File: src/design/servo_bus_packet_framer_core_defines.svh
// assertion macros for the servo bus packet framer
// no dependencies; included by the top level only
`ifndef SERVO_BUS_PACKET_FRAMER_CORE_DEFINES_SVH
`define SERVO_BUS_PACKET_FRAMER_CORE_DEFINES_SVH

`ifndef SYNTHESIS

`define SBPF_ASSERT_IMPLIES(label, clk, rst, cond, prop) \
   label: assert property (@(posedge clk) disable iff (rst) (cond) |-> (prop)) \
      else $error("sbpf assertion failed");

`define SBPF_ASSERT_ALWAYS(label, clk, rst, prop) \
   label: assert property (@(posedge clk) disable iff (rst) (prop)) \
      else $error("sbpf assertion failed");

`else

`define SBPF_ASSERT_IMPLIES(label, clk, rst, cond, prop)

`define SBPF_ASSERT_ALWAYS(label, clk, rst, prop)

`endif

`endif

File: src/design/sbpf_pkg.sv
// shared types and constants for the servo bus packet framer
// no dependencies
package sbpf_pkg;

   localparam int MAX_PAYLOAD = 16;
   localparam int COUNT_WIDTH = $clog2(MAX_PAYLOAD + 1);
   localparam int BYTE_WIDTH  = 8;

   localparam logic [BYTE_WIDTH-1:0] START_BYTE_RESET = 8'hFF;

   typedef struct packed {
      logic [BYTE_WIDTH-1:0] servo_id;
      logic [BYTE_WIDTH-1:0] payload_byte;
      logic                  last_byte;
   } req_type;

   typedef struct packed {
      logic [BYTE_WIDTH-1:0] wire_byte;
      logic                  end_of_packet;
      logic                  overflow;
   } rsp_type;

   typedef struct packed {
      logic load;
      logic shift;
   } cell_ctl_type;

   typedef enum logic [2:0] {
      ST_COLLECT,
      ST_HDR0,
      ST_HDR1,
      ST_ID,
      ST_LEN,
      ST_DATA,
      ST_CSUM
   } state_type;

endpackage

File: src/design/servo_bus_packet_framer_core.sv
// servo bus packet framer top level: collects payload, emits framed packet
// depends on sbpf_pkg, sbpf_chain, sbpf_cell and the defines header
//
// usage: the req channel takes one payload byte per transfer with the servo
// id and a last flag; the id of the first byte of a packet is kept. bytes past
// the buffer size are dropped and mark the packet as overflowed.
// the transfer with the last flag starts emission on the rsp channel: two
// start bytes, id, length, the stored payload, then the inverted checksum
// with end_of_packet set. overflow is set on every byte of a dropped packet.
// throughput: one req transfer per cycle while collecting; a packet of n
// stored bytes is then emitted through the rsp output register, one byte
// per cycle while rsp_stall is low, during which req_stall is high.
// the last req transfer enters ST_HDR0, which feeds the output register.
// rsp_stall holds the output register and freezes emission; the req side
// reopens once the checksum is loaded, even if it is still waiting.
// csr_wr_en writes the start byte; write only while idle.
// reset (synchronous) empties the packet and sets the start byte to 0xff.
`include "servo_bus_packet_framer_core_defines.svh"

module servo_bus_packet_framer_core (
   input  logic                            clock,
   input  logic                            reset,
   input  logic                            req_valid,
   output logic                            req_stall,
   input  sbpf_pkg::req_type               req_data,
   output logic                            rsp_valid,
   input  logic                            rsp_stall,
   output sbpf_pkg::rsp_type               rsp_data,
   input  logic                            csr_wr_en,
   input  logic [sbpf_pkg::BYTE_WIDTH-1:0] csr_wr_data
);

   sbpf_pkg::state_type state_ff;
   sbpf_pkg::state_type state_in;

   logic [sbpf_pkg::BYTE_WIDTH-1:0]  start_ff;
   logic [sbpf_pkg::BYTE_WIDTH-1:0]  start_in;
   logic [sbpf_pkg::COUNT_WIDTH-1:0] count_ff;
   logic [sbpf_pkg::COUNT_WIDTH-1:0] count_in;
   logic [sbpf_pkg::BYTE_WIDTH-1:0]  sum_ff;
   logic [sbpf_pkg::BYTE_WIDTH-1:0]  sum_in;
   logic [sbpf_pkg::BYTE_WIDTH-1:0]  id_ff;
   logic [sbpf_pkg::BYTE_WIDTH-1:0]  id_in;
   logic                             dropped_ff;
   logic                             dropped_in;
   logic                             rsp_valid_ff;
   logic                             rsp_valid_in;
   sbpf_pkg::rsp_type                rsp_ff;
   sbpf_pkg::rsp_type                rsp_in;

   logic                            req_xfer;
   logic                            has_room;
   logic                            advance;
   logic [sbpf_pkg::BYTE_WIDTH-1:0] len_byte;
   logic [sbpf_pkg::BYTE_WIDTH-1:0] head_data;
   sbpf_pkg::cell_ctl_type          chain_ctl;
   logic                            emit_valid;
   logic [sbpf_pkg::BYTE_WIDTH-1:0] emit_byte;
   logic                            emit_eop;

   assign req_stall = (state_ff != sbpf_pkg::ST_COLLECT);
   assign req_xfer  = req_valid && !req_stall;
   assign has_room  = (count_ff < sbpf_pkg::COUNT_WIDTH'(sbpf_pkg::MAX_PAYLOAD));
   assign advance   = !rsp_valid_ff || !rsp_stall;
   assign len_byte  = sbpf_pkg::BYTE_WIDTH'(count_ff) + sbpf_pkg::BYTE_WIDTH'(1);

   // next state
   always_comb begin
      state_in = state_ff;
      unique case (state_ff)
         sbpf_pkg::ST_COLLECT: begin
            if (req_xfer && req_data.last_byte) state_in = sbpf_pkg::ST_HDR0;
         end
         sbpf_pkg::ST_HDR0: begin
            if (advance) state_in = sbpf_pkg::ST_HDR1;
         end
         sbpf_pkg::ST_HDR1: begin
            if (advance) state_in = sbpf_pkg::ST_ID;
         end
         sbpf_pkg::ST_ID: begin
            if (advance) state_in = sbpf_pkg::ST_LEN;
         end
         sbpf_pkg::ST_LEN: begin
            if (advance) begin
               state_in = (count_ff == '0) ? sbpf_pkg::ST_CSUM : sbpf_pkg::ST_DATA;
            end
         end
         sbpf_pkg::ST_DATA: begin
            if (advance && count_ff == sbpf_pkg::COUNT_WIDTH'(1)) begin
               state_in = sbpf_pkg::ST_CSUM;
            end
         end
         sbpf_pkg::ST_CSUM: begin
            if (advance) state_in = sbpf_pkg::ST_COLLECT;
         end
         default: state_in = sbpf_pkg::ST_COLLECT;
      endcase
   end

   // emission outputs
   always_comb begin
      emit_valid = 1'b1;
      emit_eop   = 1'b0;
      emit_byte  = start_ff;
      unique case (state_ff)
         sbpf_pkg::ST_COLLECT: emit_valid = 1'b0;
         sbpf_pkg::ST_HDR0:    emit_byte  = start_ff;
         sbpf_pkg::ST_HDR1:    emit_byte  = start_ff;
         sbpf_pkg::ST_ID:      emit_byte  = id_ff;
         sbpf_pkg::ST_LEN:     emit_byte  = len_byte;
         sbpf_pkg::ST_DATA:    emit_byte  = head_data;
         sbpf_pkg::ST_CSUM: begin
            emit_byte = ~sum_ff;
            emit_eop  = 1'b1;
         end
         default:              emit_valid = 1'b0;
      endcase
   end

   assign chain_ctl.load  = req_xfer && has_room;
   assign chain_ctl.shift = (state_ff == sbpf_pkg::ST_DATA) && advance;

   // packet bookkeeping
   always_comb begin
      count_in   = count_ff;
      sum_in     = sum_ff;
      id_in      = id_ff;
      dropped_in = dropped_ff;
      if (req_xfer) begin
         if (count_ff == '0 && !dropped_ff) id_in = req_data.servo_id;
         if (has_room) begin
            count_in = count_ff + sbpf_pkg::COUNT_WIDTH'(1);
            sum_in   = sum_ff + req_data.payload_byte;
         end else begin
            dropped_in = 1'b1;
         end
      end
      if (advance) begin
         if (state_ff == sbpf_pkg::ST_LEN) begin
            sum_in = id_ff + len_byte + sum_ff;
         end
         if (state_ff == sbpf_pkg::ST_DATA) begin
            count_in = count_ff - sbpf_pkg::COUNT_WIDTH'(1);
         end
         if (state_ff == sbpf_pkg::ST_CSUM) begin
            count_in   = '0;
            sum_in     = '0;
            id_in      = '0;
            dropped_in = 1'b0;
         end
      end
   end

   // output register
   always_comb begin
      rsp_valid_in = rsp_valid_ff;
      rsp_in       = rsp_ff;
      if (advance) begin
         rsp_valid_in         = emit_valid;
         rsp_in.wire_byte     = emit_byte;
         rsp_in.end_of_packet = emit_eop;
         rsp_in.overflow      = dropped_ff;
      end
   end

   assign start_in = csr_wr_en ? csr_wr_data : start_ff;

   always_ff @(posedge clock) begin
      if (reset) begin
         state_ff     <= sbpf_pkg::ST_COLLECT;
         start_ff     <= sbpf_pkg::START_BYTE_RESET;
         count_ff     <= '0;
         sum_ff       <= '0;
         id_ff        <= '0;
         dropped_ff   <= 1'b0;
         rsp_valid_ff <= 1'b0;
      end else begin
         state_ff     <= state_in;
         start_ff     <= start_in;
         count_ff     <= count_in;
         sum_ff       <= sum_in;
         id_ff        <= id_in;
         dropped_ff   <= dropped_in;
         rsp_valid_ff <= rsp_valid_in;
      end
   end

   always_ff @(posedge clock) begin
      rsp_ff <= rsp_in;
   end

   sbpf_chain u_chain (
      .clock     (clock),
      .ctl       (chain_ctl),
      .count     (count_ff),
      .load_data (req_data.payload_byte),
      .head_data (head_data)
   );

   assign rsp_valid = rsp_valid_ff;
   assign rsp_data  = rsp_ff;

   `SBPF_ASSERT_ALWAYS(a_count_bound, clock, reset,
      count_ff <= sbpf_pkg::COUNT_WIDTH'(sbpf_pkg::MAX_PAYLOAD))
   `SBPF_ASSERT_IMPLIES(a_data_nonempty, clock, reset,
      state_ff == sbpf_pkg::ST_DATA, count_ff != '0)
   `SBPF_ASSERT_IMPLIES(a_reopen_after_csum, clock, reset,
      $fell(req_stall), $past(state_ff) == sbpf_pkg::ST_CSUM)

endmodule

File: src/design/sbpf_cell.sv
// one payload byte cell: loads from the input or takes its neighbor's byte
// depends on sbpf_pkg
module sbpf_cell (
   input  logic                           clock,
   input  sbpf_pkg::cell_ctl_type         ctl,
   input  logic [sbpf_pkg::BYTE_WIDTH-1:0] load_data,
   input  logic [sbpf_pkg::BYTE_WIDTH-1:0] next_data,
   output logic [sbpf_pkg::BYTE_WIDTH-1:0] data
);

   logic [sbpf_pkg::BYTE_WIDTH-1:0] data_ff;
   logic [sbpf_pkg::BYTE_WIDTH-1:0] data_in;

   always_comb begin
      priority if (ctl.load) begin
         data_in = load_data;
      end else if (ctl.shift) begin
         data_in = next_data;
      end else begin
         data_in = data_ff;
      end
   end

   always_ff @(posedge clock) begin
      data_ff <= data_in;
   end

   assign data = data_ff;

endmodule

File: src/design/sbpf_chain.sv
// row of payload cells; writes land at the fill position, reads shift out at cell 0
// depends on sbpf_pkg and sbpf_cell
module sbpf_chain (
   input  logic                             clock,
   input  sbpf_pkg::cell_ctl_type           ctl,
   input  logic [sbpf_pkg::COUNT_WIDTH-1:0] count,
   input  logic [sbpf_pkg::BYTE_WIDTH-1:0]  load_data,
   output logic [sbpf_pkg::BYTE_WIDTH-1:0]  head_data
);

   logic [sbpf_pkg::BYTE_WIDTH-1:0] cell_data [sbpf_pkg::MAX_PAYLOAD];

   for (genvar i = 0; i < sbpf_pkg::MAX_PAYLOAD; i++) begin : g_cell
      sbpf_pkg::cell_ctl_type          cell_ctl;
      logic [sbpf_pkg::BYTE_WIDTH-1:0] next_data;

      assign cell_ctl.load  = ctl.load && (count == sbpf_pkg::COUNT_WIDTH'(i));
      assign cell_ctl.shift = ctl.shift;

      if (i == sbpf_pkg::MAX_PAYLOAD - 1) begin : g_tail
         assign next_data = cell_data[i];
      end else begin : g_link
         assign next_data = cell_data[i+1];
      end

      sbpf_cell u_cell (
         .clock     (clock),
         .ctl       (cell_ctl),
         .load_data (load_data),
         .next_data (next_data),
         .data      (cell_data[i])
      );
   end

   assign head_data = cell_data[0];

endmodule
File: config.mk
export PLATFORM = sky130hd
export DESIGN_NAME = servo_bus_packet_framer_core
export DESIGN_NICKNAME = d
export VERILOG_FILES = /design/src/design/sbpf_pkg.sv /design/src/design/servo_bus_packet_framer_core.sv /design/src/design/sbpf_cell.sv /design/src/design/sbpf_chain.sv
export VERILOG_INCLUDE_DIRS = /design/src /design/src/design
export SDC_FILE = /design/constraint.sdc
export NUM_CORES = 1
export LEC_CHECK = 0
export ABC_AREA = 1
export BUFFER_PORTS_ARGS = -buffer_cell sky130_fd_sc_hd__clkbuf_2
export CORE_ASPECT_RATIO = 0.9
export CORE_MARGIN = 1
export CORE_UTILIZATION = 45
export CTS_BUF_LIST = sky130_fd_sc_hd__clkbuf_8
export CTS_CLUSTER_SIZE = 12
export DETAILED_ROUTE_END_ITERATION = 7
export RECOVER_POWER = 100
export SLEW_MARGIN = 30
export SYNTH_ARGS = -nofsm -noshare
export SYNTH_HDL_FRONTEND = slang
export SYNTH_HIERARCHICAL = 1
export SYNTH_SLANG_ARGS = --single-unit
File: constraint.sdc
create_clock -name clock -period 4.9 [get_ports clock]
set_clock_uncertainty 0.15 [all_clocks]
set_input_delay 0.735 -clock clock [delete_from_list [all_inputs] [get_ports clock]]
set_output_delay 0.735 -clock clock [all_outputs]
set_load 0.02 [all_outputs]
==> flow_metrics.env <==
export IMPL_layout_drive_gt1_share=0.0650
export IMPL_synth_edff_count=138
export IMPL_timing_critical_path_slowest_cell_delay_ns=0.55
export IMPL_cap_viol_max_count=0
export IMPL_synthTopCellsByArea="edfxtp_1, nand2_1, dfxtp_1, buf_6, ha_1"
export IMPL_period_minus_slack_ns=3.64
export IMPL_start_kind="register"
export IMPL_synthDominantCellAreaShare=0.470
export IMPL_post_synth_inst_count=1013
export IMPL_worst_slew_margin_rel=0.0806
export IMPL_drt_antenna_violating_nets=0
export IMPL_core_rowCount=48
export IMPL_final_hold_vio_count=0
export IMPL_final_net_count=1104
export IMPL_drcViolationCount=0
export IMPL_max_buffers_root_to_sink=2
export IMPL_gr_util_all_layers=0.207
export IMPL_path_cells="inv_1 > nand2_1 > clkinvlp_2 > nand3_4 > inv_1 > inv_1 > nor2_1 > nand2_1 > nor2_1 > or2_0"
export IMPL_asyncSetResetFlopFracSynth=0
export IMPL_netlist_top_cell_by_area="edfxtp_1"
export IMPL_ys_seq_area_frac=0.547
export IMPL_synth_simple_gate_area_frac=0.293
export IMPL_netlist_area_um2=8820
export IMPL_yosysMostFrequentCell="nand2_1"
export IMPL_synth_net_count=1069
export IMPL_type_of_the_most_critical_hold_path="register to register"
export IMPL_post_drt_wl_per_cell_um=14.9
export IMPL_global_route_wire_length_before_repair_um=31700
export IMPL_synth_xor_area_share=0.00596
export IMPL_cts_num_sinks=172
export IMPL_cts_buffers_inserted=17
export IMPL_post_layout_total_power_uw=4760
export IMPL_grt_overflow=0
export IMPL_cts_resized=0
export IMPL_synth_top_family_by_area="simple AND/OR/NAND/NOR gates"
export IMPL_syn_avg_cell_area_um2=8.71
export IMPL_max_vdd_ir_drop_v=0.000259
export IMPL_antenna_found_initial=0
export IMPL_cp_common_cell="inv_1"
export IMPL_p_per_cell_area_nw_per_um2=507
export IMPL_timing_max_transition_violations_final=0
export IMPL_max_clock_freq_mhz=275
export IMPL_cts_htree_levels=4
export IMPL_p_leak_uw=0.00413
export IMPL_globalplace_congestion=0.903
export IMPL_synth_seq_cells=172
export IMPL_synthAdderAreaFrac=0.0437
export IMPL_area_delta_synth_final_pct=6.41
export IMPL_drt_pass1_iter_count=5
export IMPL_post_synth_num_cell_types=35
export IMPL_run_status="finished clean"
export IMPL_port_buffers=41
export IMPL_clk_latency_ns=0.46
export IMPL_first_global_vias=6048
export IMPL_cts_tree="built"
export IMPL_fp_coreArea_um2=19200
export IMPL_design_portCount=42
export IMPL_crit_path_top_delay_cell="or2_0"
export IMPL_cp_data_required_time_ns=4.84
export IMPL_diodes=0
export IMPL_grt_setup_unrepaired="no"
export IMPL_die_height_um=135
export IMPL_cell_type_group_with_the_largest_total_delay_on_the_critical_path="simple AND/OR/NAND/NOR gates"
export IMPL_floorplan_initialDensity=0.459
export IMPL_cts_setup_buffers=0
export IMPL_yosys_mux_area_fraction=0
export IMPL_synth_main_ff_cell="edfxtp_1"
export IMPL_worst_slew_pin_transition_ns=1.38
export IMPL_synthTopCellsByCount="nand2_1, edfxtp_1, inv_1"
export IMPL_drt_vias_per_instance=4.92
export IMPL_dieWidth_um=150
export IMPL_grt_start_max_net_pins=19
export IMPL_warnings_synthesis=6
export IMPL_timing_critical_path_arrival_ns=3.58
export IMPL_finalCritPeriodShare=0.743
export IMPL_timing_critical_path_fanout_max=17
export IMPL_dp_hpwl_um=13800
export IMPL_detailroute_via_count=6449
export IMPL_finalWirelength_um=19500
export IMPL_cp_end_kind="register"
export IMPL_cts_hold_buf=0
export IMPL_path_clk_slew_ns=0.09
export IMPL_worstPathBufferInverterCount=4
export IMPL_floorplan_die_area_um2=20200
export IMPL_setup_tns_ns=0
export IMPL_clock_root_buffer="clkbuf_8"
export IMPL_setup_worst_path_class="register to register"
export IMPL_finalSetupViolCount=0
export IMPL_synth_compound_gate_area_share=0.0475
export IMPL_drtIter0Drc=589
==> cell type report <==
cell class / count / area (µm²)
multi-input combinational: 740 / 3380
clock buffer: 17 / 234
fill: 1898 / 9830
tap: 250 / 313
clock inverter: 15 / 159
timing repair buffer: 41 / 190
sequential: 172 / 4820
inverter: 76 / 289
==> flip-flops by register name (all words and copies together) (netlist names) <==
| name | flops |
|---|---|
| id_ff | 8 |
| state_ff | 3 |
| count_ff | 5 |
| start_ff | 8 |
| rsp_data | 10 |
| dropped_ff | 1 |
| rsp_valid | 1 |
| sum_ff | 8 |
| u_chain/g_cell.u_cell/data | 128 |
==> metrics by stage <==
stage | hold slack [ns] | setup slack, ns | util | cell area (µm²) | cells
final | 0.295 | 1.26 | 0.489 | 9390 | 1311
after global routing | 0.309 | 0.888 | 0.489 | 9390 | 1311
after CTS | 0.295 | 1.77 | 0.493 | 9470 | 1311
after detailed placement | 0.271 | 1.73 | 0.472 | 9070 | 1279
after global placement | 0.275 | 1.79 | 0.472 | 9070 | 1279
after floorplan | 0.258 | 2.07 | - | 8820 | 1013
==> worst reg2reg max path, cell delays in order (launching register included) <==
cell	delay [ns]
dfxtp_1	0.42
inv_1	0.22
nand2_1	0.16
clkinvlp_2	0.19
nand3_4	0.22
inv_1	0.31
inv_1	0.08
nor2_1	0.21
nand2_1	0.24
nor2_1	0.54
or2_0	0.55
==> worst paths after layout <==
path | slack (ns) | cells past startpoint | endpoint | from
worst max register to register | 1.26 | 10 | u_chain/g_cell[1].u_cell/data[6] | state_ff[1]
worst min-delay path | 0.30 | 0 | rsp_data[0] | dropped_ff
worst max-delay path | 1.26 | 10 | u_chain/g_cell[1].u_cell/data[6] | state_ff[1]
worst min register to register | 0.30 | 0 | rsp_data[0] | dropped_ff
==> cell families after synthesis <==
| logic type | after synthesis |
|---|---|
| compound gates | 68 |
| xor+xnor | 6 |
| fa+ha+maj | 26 |
| buf+inv | 101 |
| flops | 172 |
| simple gates | 640 |
==> metal layers <==
layer  part of all wire  vias to the layer above  GRT usage
met5                  0                        -          0
met4             0.0066                        0     0.0425
met2               0.43                      159      0.302
met1               0.50                     2951      0.304
met3              0.066                       10     0.0611
li1                   -                     3329          -
==> cell usage in the layout, fill, tap and decap left out, drive strengths merged, types with 3 or more instances in the layout <==
cell | netlist | routed
a21oi | 31 | 31
edfxtp | 138 | 138
dfxtp | 34 | 34
inv | 75 | 77
ha | 18 | 18
o21ai | 22 | 22
a22oi | 4 | 4
nor2 | 57 | 57
clkbuf | 2 | 58
nand4 | 5 | 5
o2111ai | 6 | 6
xnor2 | 3 | 3
nand3 | 36 | 36
nand2 | 519 | 519
clkinv | 1 | 7
bufinv | 0 | 3
fa | 8 | 8
or2 | 17 | 17
xor2 | 3 | 3
clkinvlp | 0 | 4
nor3 | 5 | 5
==> where the power goes <==
part | switching (µW) | leakage (µW) | internal (µW)
combinational | 1120 | 0.00239 | 512
clock | 502 | 0.000200 | 494
sequential | 191 | 0.00154 | 1940
total | 1810 | 0.00413 | 2950
No activity file was read; power rests on OpenSTA's default activity.
